`src/sv/rcba_pkg.sv`:
```
// Package: sizes, codes and control types shared by the block allocator modules.
package rcba_pkg;

  localparam int NUM_BLOCKS = 64;
  localparam int COUNT_BITS = 16;

  localparam int CMD_W    = 2;
  localparam int ID_W     = 7;
  localparam int STATUS_W = 3;
  localparam int CAP_W    = 7;

  localparam int BLK_IDX_W  = $clog2(NUM_BLOCKS);
  localparam int LIVE_CNT_W = $clog2(NUM_BLOCKS + 1);

  localparam int GRP_SIZE  = 8;
  localparam int GRP_POS_W = $clog2(GRP_SIZE);
  localparam int NUM_GRPS  = (NUM_BLOCKS + GRP_SIZE - 1) / GRP_SIZE;
  localparam int GRP_IDX_W = (NUM_GRPS > 1) ? $clog2(NUM_GRPS) : 1;
  localparam int PAD_BLKS  = NUM_GRPS * GRP_SIZE;

  localparam int IN_TDATA_W  = 16;
  localparam int OUT_TDATA_W = 24;

  localparam int OUT_GRANT_LSB  = 0;
  localparam int OUT_STATUS_LSB = ID_W;
  localparam int OUT_LIVE_LSB   = ID_W + STATUS_W;
  localparam int OUT_USED_W     = 2 * ID_W + STATUS_W;

  localparam logic [CAP_W-1:0]      CAP_RESET = 7'd64;
  localparam logic [COUNT_BITS-1:0] COUNT_MAX = '1;

  typedef enum logic [CMD_W-1:0] {
    CMD_ALLOC   = 2'd0,
    CMD_ADD_REF = 2'd1,
    CMD_RELEASE = 2'd2,
    CMD_NOP     = 2'd3
  } cmd_t;

  typedef enum logic [STATUS_W-1:0] {
    ST_OK           = 3'd0,
    ST_NO_FREE      = 3'd1,
    ST_ID_IGNORED   = 3'd2,
    ST_SATURATED    = 3'd3,
    ST_FREE_RELEASE = 3'd4
  } status_t;

  typedef enum logic {
    S_IDLE,
    S_EXEC
  } state_t;

  typedef struct packed {
    logic capture;
    logic commit;
  } dp_cmd_t;

endpackage

```
`src/sv/rcba_ctrl.sv`:
```
// Controller: transaction sequencing and output valid for the block allocator.
module rcba_ctrl (
  input  logic              clk,
  input  logic              rst_n,
  input  logic              in_tvalid,
  output logic              in_tready,
  output logic              out_tvalid,
  input  logic              out_tready,
  output rcba_pkg::dp_cmd_t dp_cmd
);
  import rcba_pkg::*;

  state_t state_r, state_nxt;
  logic   out_valid_r, out_valid_nxt;
  logic   slot_free;

  assign slot_free = !out_valid_r || out_tready;

  always_comb begin
    state_nxt = state_r;
    unique case (state_r)
      S_IDLE: begin
        if (in_tvalid) state_nxt = S_EXEC;
      end
      S_EXEC: begin
        if (slot_free) state_nxt = S_IDLE;
      end
      default: state_nxt = S_IDLE;
    endcase
  end

  always_comb begin
    in_tready      = 1'b0;
    dp_cmd.capture = 1'b0;
    dp_cmd.commit  = 1'b0;
    unique case (state_r)
      S_IDLE: begin
        in_tready      = 1'b1;
        dp_cmd.capture = in_tvalid;
      end
      S_EXEC: begin
        dp_cmd.commit = slot_free;
      end
      default: ;
    endcase
  end

  always_comb begin
    out_valid_nxt = out_valid_r;
    if (dp_cmd.commit) begin
      out_valid_nxt = 1'b1;
    end else if (out_tready) begin
      out_valid_nxt = 1'b0;
    end
  end

  always_ff @(posedge clk) begin
    if (!rst_n) begin
      state_r     <= S_IDLE;
      out_valid_r <= 1'b0;
    end else begin
      state_r     <= state_nxt;
      out_valid_r <= out_valid_nxt;
    end
  end

  assign out_tvalid = out_valid_r;

endmodule

```
`src/sv/rcba_datapath.sv`:
```
// Datapath: count memory, live bitmap, free-block search and result register.
module rcba_datapath (
  input  logic                                clk,
  input  logic                                rst_n,
  input  rcba_pkg::dp_cmd_t                   dp_cmd,
  input  logic [rcba_pkg::IN_TDATA_W-1:0]     in_tdata,
  input  logic                                cfg_wr_en,
  input  logic [rcba_pkg::CAP_W-1:0]          cfg_wr_data,
  output logic [rcba_pkg::OUT_TDATA_W-1:0]    out_tdata
);
  import rcba_pkg::*;

  logic [COUNT_BITS-1:0] cnt_mem [NUM_BLOCKS];
  logic [COUNT_BITS-1:0] rd_data_r;

  logic [NUM_BLOCKS-1:0] live_r;
  logic [LIVE_CNT_W-1:0] live_count_r, live_count_nxt;
  logic [CAP_W-1:0]      cap_r;

  cmd_t                  cmd_r;
  logic [ID_W-1:0]       id_r;
  logic [BLK_IDX_W-1:0]  idx_r;

  cmd_t                  in_cmd;
  logic [ID_W-1:0]       in_id;
  logic [BLK_IDX_W-1:0]  in_idx;

  logic [CAP_W-1:0]      usable;
  logic [PAD_BLKS-1:0]   live_pad;
  logic [PAD_BLKS-1:0]   free_v;
  logic [NUM_GRPS-1:0]   grp_found, grp_found_r;
  logic [GRP_POS_W-1:0]  grp_pos   [NUM_GRPS];
  logic [GRP_POS_W-1:0]  grp_pos_r [NUM_GRPS];

  logic                  alloc_found;
  logic [GRP_IDX_W-1:0]  alloc_grp;
  logic [BLK_IDX_W-1:0]  alloc_idx;
  logic                  cur_live;
  logic [COUNT_BITS-1:0] cur_cnt;
  logic                  id_bad;

  logic [ID_W-1:0]       granted;
  status_t               status;
  logic                  we;
  logic [BLK_IDX_W-1:0]  wr_idx;
  logic [COUNT_BITS-1:0] wr_data;
  logic                  live_set, live_clr;

  logic [ID_W-1:0]       out_granted_r;
  status_t               out_status_r;
  logic [ID_W-1:0]       out_live_r;

  assign in_cmd = cmd_t'(in_tdata[CMD_W-1:0]);
  assign in_id  = in_tdata[CMD_W +: ID_W];
  assign in_idx = BLK_IDX_W'(in_id - ID_W'(1));

  // free-block search, first level: lowest free slot per group
  assign usable   = (int'(cap_r) > NUM_BLOCKS) ? CAP_W'(NUM_BLOCKS) : cap_r;
  assign live_pad = PAD_BLKS'(live_r);

  always_comb begin
    for (int i = 0; i < PAD_BLKS; i++) begin
      free_v[i] = !live_pad[i] && (i < int'(usable));
    end
    for (int g = 0; g < NUM_GRPS; g++) begin
      grp_found[g] = |free_v[g*GRP_SIZE +: GRP_SIZE];
      grp_pos[g]   = '0;
      for (int p = GRP_SIZE - 1; p >= 0; p--) begin
        if (free_v[g*GRP_SIZE + p]) grp_pos[g] = GRP_POS_W'(p);
      end
    end
  end

  always_ff @(posedge clk) begin
    if (dp_cmd.capture) begin
      cmd_r       <= in_cmd;
      id_r        <= in_id;
      idx_r       <= in_idx;
      rd_data_r   <= cnt_mem[in_idx];
      grp_found_r <= grp_found;
      grp_pos_r   <= grp_pos;
    end
  end

  // second level: lowest group holding a free slot
  always_comb begin
    alloc_found = |grp_found_r;
    alloc_grp   = '0;
    for (int g = NUM_GRPS - 1; g >= 0; g--) begin
      if (grp_found_r[g]) alloc_grp = GRP_IDX_W'(g);
    end
    alloc_idx = BLK_IDX_W'({alloc_grp, grp_pos_r[alloc_grp]});
  end

  assign cur_live = live_r[idx_r];
  assign cur_cnt  = cur_live ? rd_data_r : '0;
  assign id_bad   = (id_r == '0) || (int'(id_r) > NUM_BLOCKS);

  always_comb begin
    granted  = '0;
    status   = ST_OK;
    we       = 1'b0;
    wr_idx   = idx_r;
    wr_data  = '0;
    live_set = 1'b0;
    live_clr = 1'b0;
    unique case (cmd_r)
      CMD_ALLOC: begin
        if (alloc_found) begin
          we       = 1'b1;
          wr_idx   = alloc_idx;
          wr_data  = COUNT_BITS'(1);
          live_set = 1'b1;
          granted  = ID_W'(alloc_idx) + ID_W'(1);
        end else begin
          status = ST_NO_FREE;
        end
      end
      CMD_ADD_REF: begin
        if (id_bad) begin
          status = ST_ID_IGNORED;
        end else if (cur_cnt == COUNT_MAX) begin
          status = ST_SATURATED;
        end else begin
          we       = 1'b1;
          wr_data  = cur_cnt + COUNT_BITS'(1);
          live_set = !cur_live;
        end
      end
      CMD_RELEASE: begin
        if (id_bad) begin
          status = ST_ID_IGNORED;
        end else if (!cur_live) begin
          status = ST_FREE_RELEASE;
        end else begin
          we       = 1'b1;
          wr_data  = cur_cnt - COUNT_BITS'(1);
          live_clr = (cur_cnt == COUNT_BITS'(1));
        end
      end
      CMD_NOP: ;
      default: ;
    endcase
  end

  always_comb begin
    live_count_nxt = live_count_r;
    if (live_set) live_count_nxt = live_count_r + LIVE_CNT_W'(1);
    else if (live_clr) live_count_nxt = live_count_r - LIVE_CNT_W'(1);
  end

  always_ff @(posedge clk) begin
    if (dp_cmd.commit && we) cnt_mem[wr_idx] <= wr_data;
  end

  always_ff @(posedge clk) begin
    if (dp_cmd.commit) begin
      out_granted_r <= granted;
      out_status_r  <= status;
      out_live_r    <= ID_W'(live_count_nxt);
    end
  end

  always_ff @(posedge clk) begin
    if (!rst_n) begin
      live_r       <= '0;
      live_count_r <= '0;
      cap_r        <= CAP_RESET;
    end else begin
      if (cfg_wr_en) cap_r <= cfg_wr_data;
      if (dp_cmd.commit) begin
        live_count_r <= live_count_nxt;
        if (live_set) live_r[wr_idx] <= 1'b1;
        else if (live_clr) live_r[wr_idx] <= 1'b0;
      end
    end
  end

  assign out_tdata = {{(OUT_TDATA_W - OUT_USED_W){1'b0}},
                      out_live_r, out_status_r, out_granted_r};

endmodule

```
`src/sv/refcount_block_allocator.sv`:
```
// Top level: reference-counted pool block allocator.
// Usage:
//   Input stream (in_*) carries one command per transaction: allocate,
//   add reference, release reference or no-op, with a 1-based block id.
//   Output stream (out_*) returns exactly one result per command: granted
//   id, status code and the number of live blocks after the command.
//   cfg_wr_en/cfg_wr_data set the allocation capacity; write only while idle.
// Timing:
//   A command is handled in a capture step, which reads the block counter
//   from memory and runs the per-group free search, then an execute step,
//   which finishes the search, updates the counter and loads the result
//   register and out_tvalid, waiting while an earlier result is untaken.
//   The next command is accepted in the cycle after the result is loaded.
// Reset:
//   Synchronous active-low rst_n frees every block, clears the live count
//   and sets capacity to 64. No clearing pass is needed.
// Backpressure:
//   A result waits in the output register while out_tready is low; one more
//   command is accepted and held until that result is taken.
module refcount_block_allocator (
  input  logic                                clk,
  input  logic                                rst_n,
  input  logic                                in_tvalid,
  output logic                                in_tready,
  // [1:0] command, [8:2] block_ref
  input  logic [rcba_pkg::IN_TDATA_W-1:0]     in_tdata,
  output logic                                out_tvalid,
  input  logic                                out_tready,
  // [6:0] granted_id, [9:7] status, [16:10] live_blocks
  output logic [rcba_pkg::OUT_TDATA_W-1:0]    out_tdata,
  input  logic                                cfg_wr_en,
  input  logic [rcba_pkg::CAP_W-1:0]          cfg_wr_data
);
  import rcba_pkg::*;

  dp_cmd_t dp_cmd;

  rcba_ctrl u_ctrl (
    .clk        (clk),
    .rst_n      (rst_n),
    .in_tvalid  (in_tvalid),
    .in_tready  (in_tready),
    .out_tvalid (out_tvalid),
    .out_tready (out_tready),
    .dp_cmd     (dp_cmd)
  );

  rcba_datapath u_datapath (
    .clk         (clk),
    .rst_n       (rst_n),
    .dp_cmd      (dp_cmd),
    .in_tdata    (in_tdata),
    .cfg_wr_en   (cfg_wr_en),
    .cfg_wr_data (cfg_wr_data),
    .out_tdata   (out_tdata)
  );

  logic [ID_W-1:0]     chk_granted;
  logic [STATUS_W-1:0] chk_status;
  logic [ID_W-1:0]     chk_live;

  assign chk_granted = out_tdata[OUT_GRANT_LSB +: ID_W];
  assign chk_status  = out_tdata[OUT_STATUS_LSB +: STATUS_W];
  assign chk_live    = out_tdata[OUT_LIVE_LSB +: ID_W];

  a_one_in_flight: assert property (@(posedge clk) disable iff (!rst_n)
    in_tvalid && in_tready |=> !in_tready)
    else $error("second command accepted while one is in flight");

  a_result_follows: assert property (@(posedge clk) disable iff (!rst_n)
    in_tvalid && in_tready |=> ##1 out_tvalid)
    else $error("no result two cycles after command acceptance");

  a_grant_ok: assert property (@(posedge clk) disable iff (!rst_n)
    out_tvalid && (chk_granted != '0) |-> chk_status == ST_OK)
    else $error("block granted with non-ok status");

  a_live_range: assert property (@(posedge clk) disable iff (!rst_n)
    out_tvalid |-> int'(chk_live) <= NUM_BLOCKS && int'(chk_granted) <= NUM_BLOCKS)
    else $error("live count or granted id out of range");

endmodule

```
`config.mk`:
```
export PLATFORM = sky130hd
export DESIGN_NAME = refcount_block_allocator
export DESIGN_NICKNAME = d
export VERILOG_FILES = /design/src/sv/rcba_pkg.sv /design/src/sv/rcba_ctrl.sv /design/src/sv/rcba_datapath.sv /design/src/sv/refcount_block_allocator.sv
export SDC_FILE = /design/constraint.sdc
export NUM_CORES = 1
export LEC_CHECK = 0
export BUFFER_PORTS_ARGS = -buffer_cell sky130_fd_sc_hd__buf_2
export CAP_MARGIN = 20
export CELL_PAD_IN_SITES_DETAIL_PLACEMENT = 1
export CELL_PAD_IN_SITES_GLOBAL_PLACEMENT = 2
export CORE_UTILIZATION = 44
export CTS_BUF_LIST = sky130_fd_sc_hd__clkbuf_16
export DETAILED_ROUTE_END_ITERATION = 16
export GPL_TIMING_DRIVEN = 0
export PLACE_DENSITY_LB_ADDON = 0.1
export SYNTH_ARGS = -nofsm -noshare
export SYNTH_HDL_FRONTEND = slang
export SYNTH_SLANG_ARGS = --single-unit
```
`constraint.sdc`:
```
create_clock -name clk -period 6.5 [get_ports clk]
set_input_delay 0.325 -clock clk [delete_from_list [all_inputs] [get_ports clk]]
set_output_delay 0.325 -clock clk [all_outputs]
set_load 0.02 [all_outputs]
```
* Word level (Yosys, flattened, before mapping) *
Memory sizes are Yosys's and may differ from the RTL's. A register that Yosys moved wholly into a read port is not among the register bits.
Index checks and enable logic that the tools add are counted.
W data, S select, Z words.

operators by class
  add/sub/neg operators = 6
  order comparisons = 70
  equality and inequality tests = 4
  mux-type cells = 113
  bitwise gates (word level) = 5
  reduce and logical (&&, ||, !) cells = 165

operators with widths
  cell                     count
  $lt A6 B7 Y1 const A     32
  $mux W3                  45
  $mux W64                 2
  $lt A5 B7 Y1 const A     16
  $mux W16                 5
  $reduce_or A8 Y1         9
  $logic_and A1 B1 Y1      66
  $logic_not A1 Y1         66
  $and A64 B64 Y64         1
  $not A64 Y64             1
  $or A64 B64 Y64          1
  $lt A4 B7 Y1 const A     8
  $pmux W16 S3             1
  $mux W2                  17
  $reduce_or A4 Y1         8
  $mux W1                  31
  $lt A3 B7 Y1 const A     4
  $mux W7                  3
  $add A16 B1 Y16 const B  1
  $eq A16 B1 Y1 const B    1
  $eq A16 B16 Y1 const B   1
  $reduce_or A2 Y1         8
  $sub A16 B1 Y16 const B  1
  $gt A7 B7 Y1 const B     2
  25 further kinds         33

word-level totals
  register bits after elaboration = 144
  bits in writable memories = 1024
  word-level logic and storage cells = 400
  memories = 1

memory list
  name                depth  bits a word  rd ports  clocked after Yosys merged registers in  wr ports  RTL line             text
  u_datapath.cnt_mem  64     16           1         1                                        1         rcba_datapath.sv:13  logic [COUNT_BITS-1:0] cnt_mem [NUM_BLOCKS];

* Depth between registers and ports, before layout *
Gate-level depths: netlist of run 1.

  depth after elaboration = 22
  depth in mapped cells = 20
  mapped depth without buffers = 15

* Cells and area by module *
A second synthesis of run 1 with hierarchy kept.

unflattened totals
  cells, all modules = 2603
  area total of the unflattened synthesis = 48672.9 µm²

by module, submodules not included
  module         instances  cells an instance  area an instance (µm²)  sequential area each (µm²)
  rcba_datapath  1          2593               48562.8                 34713.3
  rcba_ctrl      1          10                 110.1                   40.0

* Worst setup path after synthesis of run 1 *
OpenSTA, ideal clock, no wires.

  path kind = flip-flop to flip-flop
  from = register u_datapath.idx_r[0]
  to = memory u_datapath.cnt_mem[0][0], data pin
  arrival time = 6.025 ns
  setup slack = -0.249 ns
  stages on the path, launching flop included = 18
  buffers on the path = 3
  path through = edfxtp_1 > buf_4 > mux4_2 > mux2_2 > o21ai_0 > nor4bb_2 > or2_2 > clkbuf_1 > nand2_1 > inv_1 > ha_1 > and3_1 > nand3_1 > nor2_1 > o21ai_0 > a221o_1 > clkbuf_1 > a21boi_0

between the ends
  word-level cells in the longest chain between the ends = 7
  elaborated cells on any way between the ends = 11
  those cells by class = 2 x add/sub; 1 x eq/ne; 8 x mux

ends and longest elaborated chain
  item                                           RTL line                                    text
  start: declaration                             rcba_datapath.sv:22                         logic [BLK_IDX_W-1:0] idx_r;
  start signal: assignment                       rcba_datapath.sv:78                         idx_r <= in_idx;
  $bmux W1 S6 (*)                                rcba_datapath.sv:95                         assign cur_live = live_r[idx_r];
  $mux W1 (not written as such) (*)              rcba_datapath.sv:95
  $mux W16                                       rcba_datapath.sv:96                         assign cur_cnt = cur_live ? rd_data_r : '0;
  $sub A16 B1 Y16, or another cell as far along  rcba_datapath.sv:137                        wr_data = cur_cnt - COUNT_BITS'(1);
  $mux W16 (on tied branches)                    rcba_datapath.sv:133, rcba_datapath.sv:122
  $mux W16 (on tied branches)                    rcba_datapath.sv:131, rcba_datapath.sv:120
  $pmux W16 S3 (*)                               rcba_datapath.sv:107                        unique case (cmd_r)
  net u_datapath.wr_data[0]                      rcba_datapath.sv:46                         logic [COUNT_BITS-1:0] wr_data;
  end: declaration                               rcba_datapath.sv:13

Mark *: on every way through the listed nets, which the timed path passes. The rest lies on a longest branch. The select of a mux whose other input is x is not followed.

* Worst setup path after layout of run 1 *
  from = input port in_tdata[2] (netlist name)
  to = register u_datapath.rd_data_r[13], read port of u_datapath.cnt_mem, data pin

between the ends
  word-level cells in the longest chain between the ends = 1

ends and longest elaborated chain
  item                      RTL line                        text
  start: declaration        refcount_block_allocator.sv:26  input logic [rcba_pkg::IN_TDATA_W-1:0] in_tdata,
  $sub A6 B1 Y6             rcba_datapath.sv:55             assign in_idx = BLK_IDX_W'(in_id - ID_W'(1));
  net u_datapath.in_idx[0]  rcba_datapath.sv:26             logic [BLK_IDX_W-1:0] in_idx;
  end: declaration          rcba_datapath.sv:14             logic [COUNT_BITS-1:0] rd_data_r;

The timed path passes the listed nets, and every way through them passes these cells.
A chain may end at the register's enable or synchronous reset.

==> out/metrics.cfg, run 1 <==
[grt]
grt_pass1_wl_mm=206
antenna_found_initial=11
grt_pass1_vias=28000
gr-total-overflow=0
track_usage=0.259
grt_max_degree=65

[sta]
slew-limit-headroom=0.223
rsz0062_at_grt=true
fmax_mhz=163
finalSetupViolations=0
min_period_ns=6.13
fin_crit_sh=0.943
final.setup.tns_ns=0
hold_violations=0
worstMarginPinSlew_ns=1.17
fin_worst_skew_ns=0.0412
hold-worst-slack_ns=0.113
worst_slack_ns=0.373
slew_viol_final=0

[route]
wl_per_cell_um=31.8
vias_per_cell=6.00
drt_wl_total_mm=143
drtAntennaViolNets=0
vias=26900
drc=0
drtIter0Drc=2740
drtPass1Iterations=7

[setup_path]
path_class=in2reg
timing.rr.end=u_datapath.cnt_mem[51][7]$_DFFE_PP_
required_ns=6.92
reg2reg_depth=19
arrival_ns=6.55
end_kind=flip-flop
crit_path_start_kind=input pin
reg2reg_slack_ns=0.39
cp_max_fo=10
r2r_start=u_datapath.idx_r[1]$_DFFE_PP_

[min_path]
min_to=u_datapath.cap_r[6]$_SDFFE_PN1P_
hp-start=cfg_wr_en
hold_class=in2reg
hold_depth=3

[synth]
seq_area_frac_synth=0.716
ys_types=80
avgSynthCellArea_um2=18.6
synth-main-ff-cell=edfxtp_1
synth_area_mm2=0.0486
ys_async_sr_fraction=0
synth_edf_count=1104
netlist_instances=2606
yosysWarnings=0
synth-seq-cells=1184

[cells_and_area]
multiInputGateArea_mm2=0.0135
final-seq-area_mm2=0.0348
drive_gt1_frac=0.283
fin_nets=2941
fill_cells=9847
area_delta_synth_final_pct=17.3

[cts]
ctsHtreeMaxLevel=3
cts_buffers=121
cts-root-buf=clkbuf_16
cts_setup_buffers=0
cts_num_sinks=1184
cts_tree=yes
cts_buffer_depth=3
clk_latency_ns=0.73
clk_pin_slew_ns=0.06

[power_and_ir_drop]
ir_drop_mv=0.250
power.density_mw_per_mm2=300
total_power_w=0.0171
leakagePower_nw=18.1

[placement]
pre_cts_slack_ns=0.248
hpwl_mm=101
place_congestion=0.855
numPortBuffers=37

[floorplan]
core_mm2=0.109
io_pins=54
row_count=121
die-area_mm2=0.112
die_height_um=334
die_x_um=334
initial_core_util=0.445

[flow_run]
maxCapViolations=0

[outcome]
status=finished, final reports clean

==> kinds of logic after synthesis <==
logic type	share of synthesized area
buffers and inverters	0.0155
DFF	0.716
AOI/OAI and AO/OA	0.0472
xor gates and xnor gates	0.00289
and+or+nand+nor	0.0470
muxes	0.170
adders and majority gates	0.00180
other	0.0000772
==> final cells by class <==
type | count | area share
well taps | 1476 | 0.0324
flip-flops and latches | 1184 | 0.610
clock inverters | 100 | 0.0142
clock buffers | 124 | 0.0545
multi-input cells | 1250 | 0.237
inverters | 26 | 0.00171
plain buffers | 152 | 0.0116
diodes | 1 | 0.0000439
repair buffers | 171 | 0.0388
==> through the flow <==
stage,util,cells,area [um2]
floorplan,-,2612,48600
global placement,0.464,4125,50600
detailed placement,0.483,4233,52700
CTS,0.520,4476,56800
global route,0.522,4483,56900
finish,0.522,4484,57000
==> power breakdown <==
| part | internal [W] | switching, W | leakage (nW) |
|---|---|---|---|
| clock | 0.00385 | 0.00299 | 1.99 |
| sequential | 0.00853 | 0.0000392 | 10.8 |
| combinational | 0.000590 | 0.00106 | 5.37 |
| total | 0.0130 | 0.00409 | 18.1 |
==> registers in the layout, summed over array words and instances, names as in the netlist, named ones only <==
register                  count
u_ctrl.state_r                1
u_ctrl.out_tvalid             1
u_datapath.rd_data_r         16
u_datapath.out_status_r       3
u_datapath.grp_found_r        8
u_datapath.idx_r              6
u_datapath.cnt_mem         1024
u_datapath.out_live_r         7
u_datapath.live_count_r       7
u_datapath.cmd_r              2
u_datapath.cap_r              7
u_datapath.grp_pos_r         24
u_datapath.id_r               7
u_datapath.out_granted_r      7
==> critical path, stage by stage <==
cell           delay (ns)
dlygate4sd3_1        0.52
buf_2                0.11
clkbuf_1             0.44
clkbuf_1             0.48
clkbuf_1             0.47
inv_1                0.24
ha_1                 0.34
clkbuf_1             0.32
clkbuf_1             0.84
clkbuf_1             0.84
mux4_2               0.44
mux4_2               0.59
mux4_2               0.56
==> synth_stat cells, drive strengths merged, types with 7 or more instances <==
cell type  number  area share
edfxtp       1104        0.68
mux4          352        0.16
nor2          221       0.017
a21oi         124       0.013
o21ai          92      0.0095
clkbuf         90      0.0070
dfxtp          80       0.033
nand2          80      0.0062
buf            62      0.0066
nor3           32      0.0033
a211oi         26      0.0040
inv            26      0.0020
mux2i          26      0.0057
nand3          25      0.0028
and2           19      0.0024
nor2b          19      0.0024
nand2b         18      0.0023
a21boi         16      0.0025
nor4           12      0.0017
a31oi          11      0.0014
or2            11      0.0014
xnor2          11      0.0020
o22ai           9      0.0012
o31a            9      0.0016
o31ai           9      0.0016
o221a           8      0.0019
ha              7      0.0018
==> layout by cell type, fill, tap and decap left out, types with 62 or more instances in the layout <==
cell,count
edfxtp_1,1104
mux4_2,352
nor2_1,156
clkbuf_16,124
a21oi_1,121
clkbuf_1,87
o21ai_0,85
dfxtp_1,80
nand2_1,74
buf_8,72
buf_2,62
==> routing by layer <==
| layer | part of all wire | vias up | track usage |
|---|---|---|---|
| met5 | 0.00019 | - | 0 |
| met1 | 0.43 | 14500 | 0.361 |
| li1 | - | 11300 | - |
| met2 | 0.49 | 912 | 0.425 |
| met4 | 0.027 | 4 | 0.0749 |
| met3 | 0.054 | 198 | 0.0402 |
==> how the worst max path moves through the flow <==
stage	slack, ns	cells past startpoint	start	end
after floorplan	0.08	17	u_datapath.idx_r[0]$_DFFE_PP_	u_datapath.cnt_mem[0][8]$_DFFE_PP_
after global placement	-4.89	17	u_datapath.idx_r[0]$_DFFE_PP_	u_datapath.cnt_mem[8][8]$_DFFE_PP_
after detailed placement	0.25	20	u_datapath.idx_r[1]$_DFFE_PP_	u_datapath.cnt_mem[4][4]$_DFFE_PP_
after CTS	0.26	19	u_datapath.idx_r[1]$_DFFE_PP_	u_datapath.cnt_mem[62][11]$_DFFE_PP_
after global routing	-0.01	20	u_datapath.idx_r[1]$_DFFE_PP_	u_datapath.cnt_mem[36][5]$_DFFE_PP_
final	0.37	13	in_tdata[2]	u_datapath.rd_data_r[13]$_DFFE_PP_
==> what timing repair did <==
item	4_1_cts	5_1_grt
hold endpoints to repair	27	0
resized for setup	0	18
hold buffers	19	0
setup endpoints to repair	0	839
No activity file was read; power rests on OpenSTA's default activity.
==> inputs of run 2 (changes only) <==
--- a/config.mk
+++ b/config.mk
@@ -9,11 +9,12 @@
 export CAP_MARGIN = 20
 export CELL_PAD_IN_SITES_DETAIL_PLACEMENT = 1
 export CELL_PAD_IN_SITES_GLOBAL_PLACEMENT = 2
-export CORE_UTILIZATION = 44
+export CORE_UTILIZATION = 45
 export CTS_BUF_LIST = sky130_fd_sc_hd__clkbuf_16
 export DETAILED_ROUTE_END_ITERATION = 16
 export GPL_TIMING_DRIVEN = 0
 export PLACE_DENSITY_LB_ADDON = 0.1
 export SYNTH_ARGS = -nofsm -noshare
 export SYNTH_HDL_FRONTEND = slang
+export SYNTH_HIERARCHICAL = 1
 export SYNTH_SLANG_ARGS = --single-unit
==> out/metrics.cfg, run 2 <==
[synth]
synth.top_cell.area_share=0.681  ; -0.00172
synth_edf_count=1104  ; unchanged
synth_common_cells=edfxtp_1 (1104), mux4_2 (346), nor2_1 (171), clkbuf_1 (108), nand2_1 (86)
synth_area_leaders=edfxtp_1 (68%), mux4_2 (16%), dfxtp_1 (3.3%), nor2_1 (1.3%), a21oi_1 (0.84%)
seq_area_frac_synth=0.714  ; -0.00180
synth_area_mm2=0.0487  ; +0.25%
avgSynthCellArea_um2=18.7  ; +0.37%
netlist_instances=2603  ; -0.12%
ys_types=87  ; +8.8%
yosysMostFrequentCell=edfxtp_1
synth-seq-cells=1184  ; unchanged
synth-main-ff-cell=edfxtp_1
ys_async_sr_fraction=0  ; unchanged
synth_largest_area_cell=edfxtp_1
yosysWarnings=6  ; +6

[sta]
fin_crit_sh=0.971  ; +0.0283
slew_viol_final=0  ; unchanged
final.setup.tns_ns=0  ; unchanged
hold_violations=0  ; unchanged
worstMarginPinSlew_ns=1.20  ; +0.0386 ns
min_period_ns=6.31  ; +0.184 ns
finalSetupViolations=0  ; unchanged
hold-worst-slack_ns=0.137  ; +0.0235 ns
slew-limit-headroom=0.197  ; -0.0258
rsz0062_at_grt=true
fmax_mhz=158  ; -2.9%
fin_worst_skew_ns=0.0446  ; +0.00342 ns

[cells_and_area]
final_cell_mix=edfxtp_1 (1104), mux4_2 (346), clkbuf_16 (123), clkbuf_1 (105), nor2_1 (105)
final_common_cell=edfxtp_1
area_delta_synth_final_pct=17.6
instances_no_fill=4416  ; -1.5%
largestRegisters=u_datapath/cnt_mem (1024), u_datapath/grp_pos_r (24), u_datapath/rd_data_r (16)
final_area_mm2=0.0572  ; +0.50%
regMostFlops=u_datapath/cnt_mem
drive_gt1_frac=0.276  ; -0.00726
largest_reg_flops=1024  ; unchanged
fill_cells=9600  ; -2.5%
fin_nets=2946  ; +0.17%

[cts]
cts_tree=yes
clk_latency_ns=0.74  ; about the same
ctsHtreeMaxLevel=3  ; unchanged
cts_buffers=121  ; unchanged
cts_buffer_depth=3  ; unchanged
cts-root-buf=clkbuf_16
cts_num_sinks=1184  ; unchanged
clk_pin_slew_ns=0.06  ; about the same

[floorplan]
row_count=120  ; -0.83%
die_height_um=331  ; -0.99%
core_mm2=0.107  ; -1.8%
io_pins=54  ; unchanged
die-area_mm2=0.109  ; -2.0%
die_x_um=331  ; -0.99%
initial_core_util=0.454  ; +0.00925

[route]
drtAntennaViolNets=0  ; unchanged
drc=0  ; unchanged
drtIter0Drc=2764  ; +0.88%
drt_wl_total_mm=144  ; +1.2%
drtPass1Iterations=5  ; -2
vias=27500  ; +2.1%
wl_per_cell_um=32.7  ; +2.7%
vias_per_cell=6.22  ; +3.7%

[placement]
hpwl_mm=102  ; +1.0%
place_congestion=0.906  ; +6.0%
numPortBuffers=38  ; +2.7%
postPlaceCellArea_mm2=0.0526  ; -0.14%
dp_cells=4151  ; -1.9%

[setup_path]
cp_slowest_cell=nor2_2
crit_family=simple AND/OR/NAND/NOR gates
arrival_ns=6.75  ; +0.20 ns
cp_max_fo=12  ; +2
path_class=reg2reg
cpPeakStageDelay_ns=0.64  ; -0.20 ns
path_common_cell=and3_1
end_kind=flip-flop
crit_path_start_kind=flip-flop
path_buf_inv=6  ; -3
path_cells=buf_2, clkbuf_4, mux4_2, and3_1, o41ai_2, and3_1, nor2_1, clkbuf_2, nand2_1, inv_1, ha_1, and3_1, nand3_1, nor2_2, nand3_1, nor3_4, o211ai_1, buf_4, nand3_2, nor2_2, buf_16
required_ns=6.94  ; +0.02 ns

[power_and_ir_drop]
leakagePower_nw=18.2  ; +0.54%
ir_drop_mv=0.241  ; -3.7%
total_power_w=0.0170  ; -0.56%
power.density_mw_per_mm2=296  ; -1.1%

[grt]
grt_pass1_vias=28000  ; +0.064%
grt_max_degree=49  ; -25%
track_usage=0.266  ; +0.00718
antenna_found_initial=3  ; -8
gr-total-overflow=0  ; unchanged
grt_pass1_wl_mm=205  ; about the same

[min_path]
hold_class=in2reg

[flow_run]
maxCapViolations=0  ; unchanged

[outcome]
status=finished, final reports clean

==> run 2: per-stage QoR <==
stage	setup slack (ns)	utilization
after floorplan	0.0429	-
after global placement	-4.35	0.472
after detailed placement	-0.978	0.491
after CTS	0.0986	0.530
after global routing	-0.0449	0.534
final	0.190	0.534
==> run 2: final timing paths <==
path	cells after the start	end	startpoint	slack, ns
hold / removal	3	u_datapath/cap_r[6]$_SDFFE_PN1P_	cfg_wr_en	0.14
setup / recovery	21	u_datapath/cnt_mem[42][7]$_DFFE_PP_	u_datapath/idx_r[0]$_DFFE_PP_	0.19
hold reg to reg	2	u_ctrl/out_tvalid$_SDFFE_PN0P_	u_ctrl/out_tvalid$_SDFFE_PN0P_	0.52
setup reg to reg	21	u_datapath/cnt_mem[42][7]$_DFFE_PP_	u_datapath/idx_r[0]$_DFFE_PP_	0.19
==> run 2: logic make-up after synthesis <==
group / synth area share
other: 0.0000770
muxes: 0.166
and+or+nand+nor: 0.0529
xor gates and xnor gates: 0.00306
DFF: 0.714
adders and majority gates: 0.00180
buffers and inverters: 0.0155
AOI/OAI and AO/OA: 0.0468
==> run 2: worst register-to-register path: stages (launching register included) <==
cell	delay, ns
edfxtp_1	0.33
buf_2	0.27
clkbuf_4	0.35
mux4_2	0.57
and3_1	0.21
o41ai_2	0.56
and3_1	0.32
nor2_1	0.13
clkbuf_2	0.28
nand2_1	0.18
inv_1	0.08
ha_1	0.21
and3_1	0.22
nand3_1	0.16
nor2_2	0.11
nand3_1	0.19
nor3_4	0.09
o211ai_1	0.20
buf_4	0.20
nand3_2	0.53
nor2_2	0.64
buf_16	0.22
==> run 2: area by class of cell <==
cell class / instances / area, um2 / share of cell area
flip-flops and latches: 1184 / 34800 / 0.607
multi-input cells: 1246 / 13700 / 0.240
clock buffers: 123 / 3080 / 0.0538
repair buffers: 178 / 2300 / 0.0403
well taps: 1403 / 1760 / 0.0307
clock inverters: 99 / 843 / 0.0147
plain buffers: 158 / 672 / 0.0117
inverters: 22 / 82.6 / 0.00144
diodes: 3 / 7.51 / 0.000131
==> run 2: routing by layer <==
| layer | wire [um] | global-route usage | share of wire |
|---|---|---|---|
| met5 | 15 | 0 | 0.00010 |
| met4 | 3590 | 0.0742 | 0.025 |
| met1 | 61800 | 0.376 | 0.43 |
| met2 | 70800 | 0.437 | 0.49 |
| met3 | 8220 | 0.0359 | 0.057 |
==> run 2: where the power goes <==
part | total [W] | switching (W) | internal (W)
Combinational | 0.00160 | 0.00102 | 0.000573
Sequential | 0.00855 | 0.0000481 | 0.00850
Clock | 0.00682 | 0.00290 | 0.00392
Total | 0.0170 | 0.00397 | 0.0130
==> run 2: repair_timing <==
action | CTS | global route
resized for setup | 17 | 33
pin swaps | 2 | 3
endpoints found under the setup margin | 1337 | 927
endpoints found under the hold margin | 24 | 0
hold buffers | 20 | 0
buffers inserted | 4 | 3
cloned | 1 | 1
